File: src/hdl/plu_pkg.sv
// Package for the particle lifetime update pipeline.
// Holds the transaction structs, fixed-point widths and lane saturation.
// No dependencies.
package plu_pkg;

    localparam int LW  = 21;
    localparam int NL  = 3;
    localparam int PW  = LW + 17;
    localparam int SW  = LW + 4;
    localparam int TW  = 24;
    localparam int DW  = 40;
    localparam int AW  = 32;
    localparam int QW  = 16;
    localparam int AQW = 8;
    localparam int FSH = 16;

    localparam int FLAG_VEL    = 0;
    localparam int FLAG_GRAV   = 1;
    localparam int FLAG_SIZE   = 2;
    localparam int FLAG_ANCHOR = 3;

    typedef struct packed {
        logic [15:0]     delta_time;
        logic [TW-1:0]   time_left;
        logic [TW-1:0]   total_time;
        logic [3:0]      flags;
        logic [62:0]     position;
        logic [62:0]     velocity;
        logic [62:0]     gravity;
        logic [62:0]     anchor_now;
        logic [62:0]     anchor_prev;
        logic [15:0]     scale_from;
        logic [15:0]     scale_to;
        logic [7:0]      base_alpha;
    } t_in;

    typedef struct packed {
        logic            alive;
        logic [TW-1:0]   new_time_left;
        logic [62:0]     new_position;
        logic [62:0]     new_velocity;
        logic [62:0]     new_anchor_prev;
        logic [15:0]     new_scale;
        logic [7:0]      new_alpha;
    } t_out;

    typedef struct packed {
        logic            alive;
        logic [TW-1:0]   time_left;
        logic [62:0]     position;
        logic [62:0]     velocity;
        logic [62:0]     anchor_prev;
        logic [15:0]     scale_from;
        logic [DW-1:0]   rem_s;
        logic [TW-1:0]   divisor;
        logic [QW-1:0]   q_s;
        logic [AW-1:0]   rem_a;
        logic [AQW-1:0]  q_a;
        logic            skip_a;
    } t_div;

    function automatic logic [LW-1:0] sat_lane(input logic signed [SW-1:0] x);
        logic signed [SW-1:0] hi;
        logic signed [SW-1:0] lo;
        hi = SW'($signed({1'b0, {(LW-1){1'b1}}}));
        lo = -hi - SW'(1);
        if (x > hi) begin
            return hi[LW-1:0];
        end else if (x < lo) begin
            return lo[LW-1:0];
        end
        return x[LW-1:0];
    endfunction

endpackage

File: src/hdl/plu_div_stage.sv
// One restoring division stage: resolves one scale quotient bit and,
// for the low bits, one alpha quotient bit. Uses plu_pkg.
module plu_div_stage
    import plu_pkg::*;
#(
    parameter int BIT = 0
) (
    input  logic  i_clk,
    input  logic  i_rst_n,
    input  logic  i_en,
    input  logic  i_vld,
    input  t_div  i_div,
    output logic  o_vld,
    output t_div  o_div
);

    logic r_vld;
    t_div r_div;
    t_div n_div;

    always_comb begin
        logic [DW-1:0] ds;
        logic [AW-1:0] da;
        n_div = i_div;
        ds = DW'(i_div.divisor) << BIT;
        if (i_div.rem_s >= ds) begin
            n_div.rem_s    = i_div.rem_s - ds;
            n_div.q_s[BIT] = 1'b1;
        end
        if (BIT < AQW) begin
            da = AW'(i_div.divisor) << BIT;
            if (!i_div.skip_a && i_div.rem_a >= da) begin
                n_div.rem_a = i_div.rem_a - da;
                n_div.q_a[BIT % AQW] = 1'b1;
            end
        end
    end

    always_ff @(posedge i_clk) begin
        if (!i_rst_n) begin
            r_vld <= 1'b0;
        end else if (i_en) begin
            r_vld <= i_vld;
        end
    end

    always_ff @(posedge i_clk) begin
        if (i_en) begin
            r_div <= n_div;
        end
    end

    assign o_vld = r_vld;
    assign o_div = r_div;

endmodule

File: config.mk
export PLATFORM = sky130hd
export DESIGN_NAME = plu_div_stage
export DESIGN_NICKNAME = d
export VERILOG_FILES = /design/src/hdl/plu_pkg.sv /design/src/hdl/plu_div_stage.sv
export SDC_FILE = /design/constraint.sdc
export NUM_CORES = 1
export LEC_CHECK = 0
export ABC_AREA = 1
export BUFFER_PORTS_ARGS = -buffer_cell sky130_fd_sc_hd__buf_2
export CAP_MARGIN = 20
export CORE_AREA = 3 3 278 280
export CTS_CLUSTER_DIAMETER = 120
export CTS_CLUSTER_SIZE = 20
export DETAILED_ROUTE_END_ITERATION = 8
export DIE_AREA = 0 0 281 283
export PLACE_DENSITY_LB_ADDON = 0.3
export SYNTH_ARGS = -nofsm -noshare
export SYNTH_HDL_FRONTEND = slang
export SYNTH_SLANG_ARGS = --single-unit
File: constraint.sdc
create_clock -name i_clk -period 5.47 [get_ports i_clk]
set_clock_uncertainty 0.05 [all_clocks]
set_input_delay 0.8205 -clock i_clk [delete_from_list [all_inputs] [get_ports i_clk]]
set_output_delay 0.8205 -clock i_clk [all_outputs]
set_load 0.02 [all_outputs]
==> run metrics <==
die height=283 um; Cell Pwr Density=308.7 mW/mm2; post-place setup slack=1.652 ns; CTS tree=built; final core utilization=28.79%; H-tree Lvls=1; final number of setup-violating endpoints=0; number of global-route vias before repair=13380; Starting Density=21.43%; Crit path max-delay family=compound AO/OA/AOI/OAI gates; critical path launch point type=input port; fin crit share=59.73%; CP Data Required Time=5.70 ns; CP max FO=47; final hold viol count=0; final setup margin=2.203 ns; via/cell ratio=4.224; Root Driver=clkbuf_16; category of the most critical setup path=in -> reg; GRT Util Overall=19.34%; FILL cells=7981; hold path startpoint=i_div[123]; Longest Clk Path Bufs=3; crit end category=flop; Area contributors post-synth=edfxtp_1 (66%), nand2_1 (13%), inv_1 (5.3%); Layout area overhead=34.32%; met3 WL=7.969 mm; CP peak stage delay=0.74 ns; top post-synthesis cells by count=nand2_1 (549), edfxtp_1 (351), inv_1 (227); Worst path depth=9; Rows=100; Tightest Pin Transition=0.9641 ns; setup repair bufs after CTS=0; grt total ovfl=0; CP arrival=3.50 ns; reg2reg start=o_vld; setup TNS=0 ns; slew margin rel.=35.05%; hpwl dp=67.91 mm; Metal-1 WL=30.04 mm; Syn Std Cell Area=0.01601 mm2; Mapped Cells=1531; antenna violations before repair=39; core area=0.07470 mm2; RSZ-0062 raised after global routing=no; EDFF count, synth=351; multi-input logic area=0.004499 mm2; CTS buffer count=24; metal2 WL=39.87 mm; Synth Flop Type=edfxtp_1; pins over their slew limit=0; Yosys warnings=0; post_cts resized=0; IO buf count=706; hold buffer count at cts=0; synthesized area per cell=10.46 um2; die area=0.07952 mm2; clock latency on the worst-skew pair=0.57 ns; Final nets=2663; Worst Setup SP=i_div[80]; Hold Crit Depth=1; crit path max-delay cell type=inv_2; Yosys reg bits=352; Max VDD drop=219.1 uV; Remaining DRCs=0; syn nets=1936; Synth cell types=31; post-synthesis sequential area ratio=65.97%; die width=281 um; Pleak=10.11 nW; Max Clock Freq=306.1 MHz; worst path bufs/invs=3; Min-Delay Path Class=in -> reg; maxcap violations=0; CTS Sinks=352; Worst-path clk slew=0.09 ns; Routability Congestion=0.9081; async set-or-reset flop fraction in the synthesized netlist=0%; Yosys top cell area share=65.84%; worst-path cell chain=buf_2, inv_1, ha_1, a21oi_1, o21ai_0, a21oi_1, nand4_4, inv_2, o21ai_0; pin count of the biggest net entering global routing=96; Detail Route Antenna Nets=0; min cycle time layout=3.267 ns; Top Layer Used=met5; top-count cell post-synth=nand2_1; layout cells sized above 1=33.64%; Pre-antenna DRT Iters=5; vias=13720; status=finished clean; DRT iter0 DRCs=915; R2R cell count=2; global-route wire length before repair=107.0 mm; I/O pin cnt=707; Wirelength per Cell=24.79 um; Register Area=0.01056 mm2; area leader, netlist=edfxtp_1; drt total wl=80.48 mm
sequential cells by signal, summed over array words and instances, names as in the netlist:
register  flops
o_vld         1
o_div       351
worst paths after layout:
kind	slack, ns	endpoint
setup / recovery	2.20	o_div[94]
hold / removal	0.36	o_div[123]
setup reg to reg	4.74	o_vld
hold reg to reg	0.52	o_vld
per-layer routing:
| layer | vias up | global-route usage (%) |
|---|---|---|
| met5 | - | 0 |
| met4 | 22 | 5.185 |
| met3 | 101 | 6.307 |
| met1 | 6493 | 22.13 |
| met2 | 612 | 34.39 |
| li1 | 6488 | - |
cell usage in the layout (no fill, tap or decap), drive strengths merged, types with 31 or more instances in the layout:
| cell | count |
|---|---|
| a21oi | 46 |
| buf | 713 |
| clkbuf | 31 |
| edfxtp | 351 |
| nand3 | 58 |
| ha | 48 |
| inv | 233 |
| nor2 | 118 |
| o21ai | 32 |
| nand2 | 551 |
cells by family after synthesis:
kind of cell / synth area share, %
compound gates: 2.861
xor+xnor: 1.696
fa+ha+maj: 4.002
buf+inv: 5.925
flops: 65.97
simple gates: 19.55
metrics by stage:
step,power [mW],hold WS [ns],cells,area [um2]
floorplan,4.067,0.5555,1531,16010
global placement,4.822,0.4789,3201,20750
detailed placement,4.812,0.4976,3201,20750
CTS,6.762,0.3018,3240,21480
global route,6.947,0.3095,3241,21490
finish,6.638,0.3561,3247,21500
where the power goes:
group | total, mW | internal (mW) | switching, mW
Sequential | 3.33 | 3.24 | 0.0885
Clock | 1.90 | 0.864 | 1.04
Combinational | 1.41 | 0.419 | 0.988
Total | 6.64 | 4.52 | 2.11
worst register-to-register path: cells and delay by family (launching register included):
family	cells	cell delay [ns]
compound gates	2	0.23
flops	1	0.32
layout make-up:
class	instances	area share [%]
Clock inverter	8	0.4073
Timing Repair Buffer	713	16.84
Multi-Input combinational cell	939	20.93
Clock buffer	31	3.014
Inverter	228	3.980
Antenna cell	7	0.08147
Tap cell	969	5.639
Sequential cell	352	49.11
No activity file was read; power rests on OpenSTA's default activity.
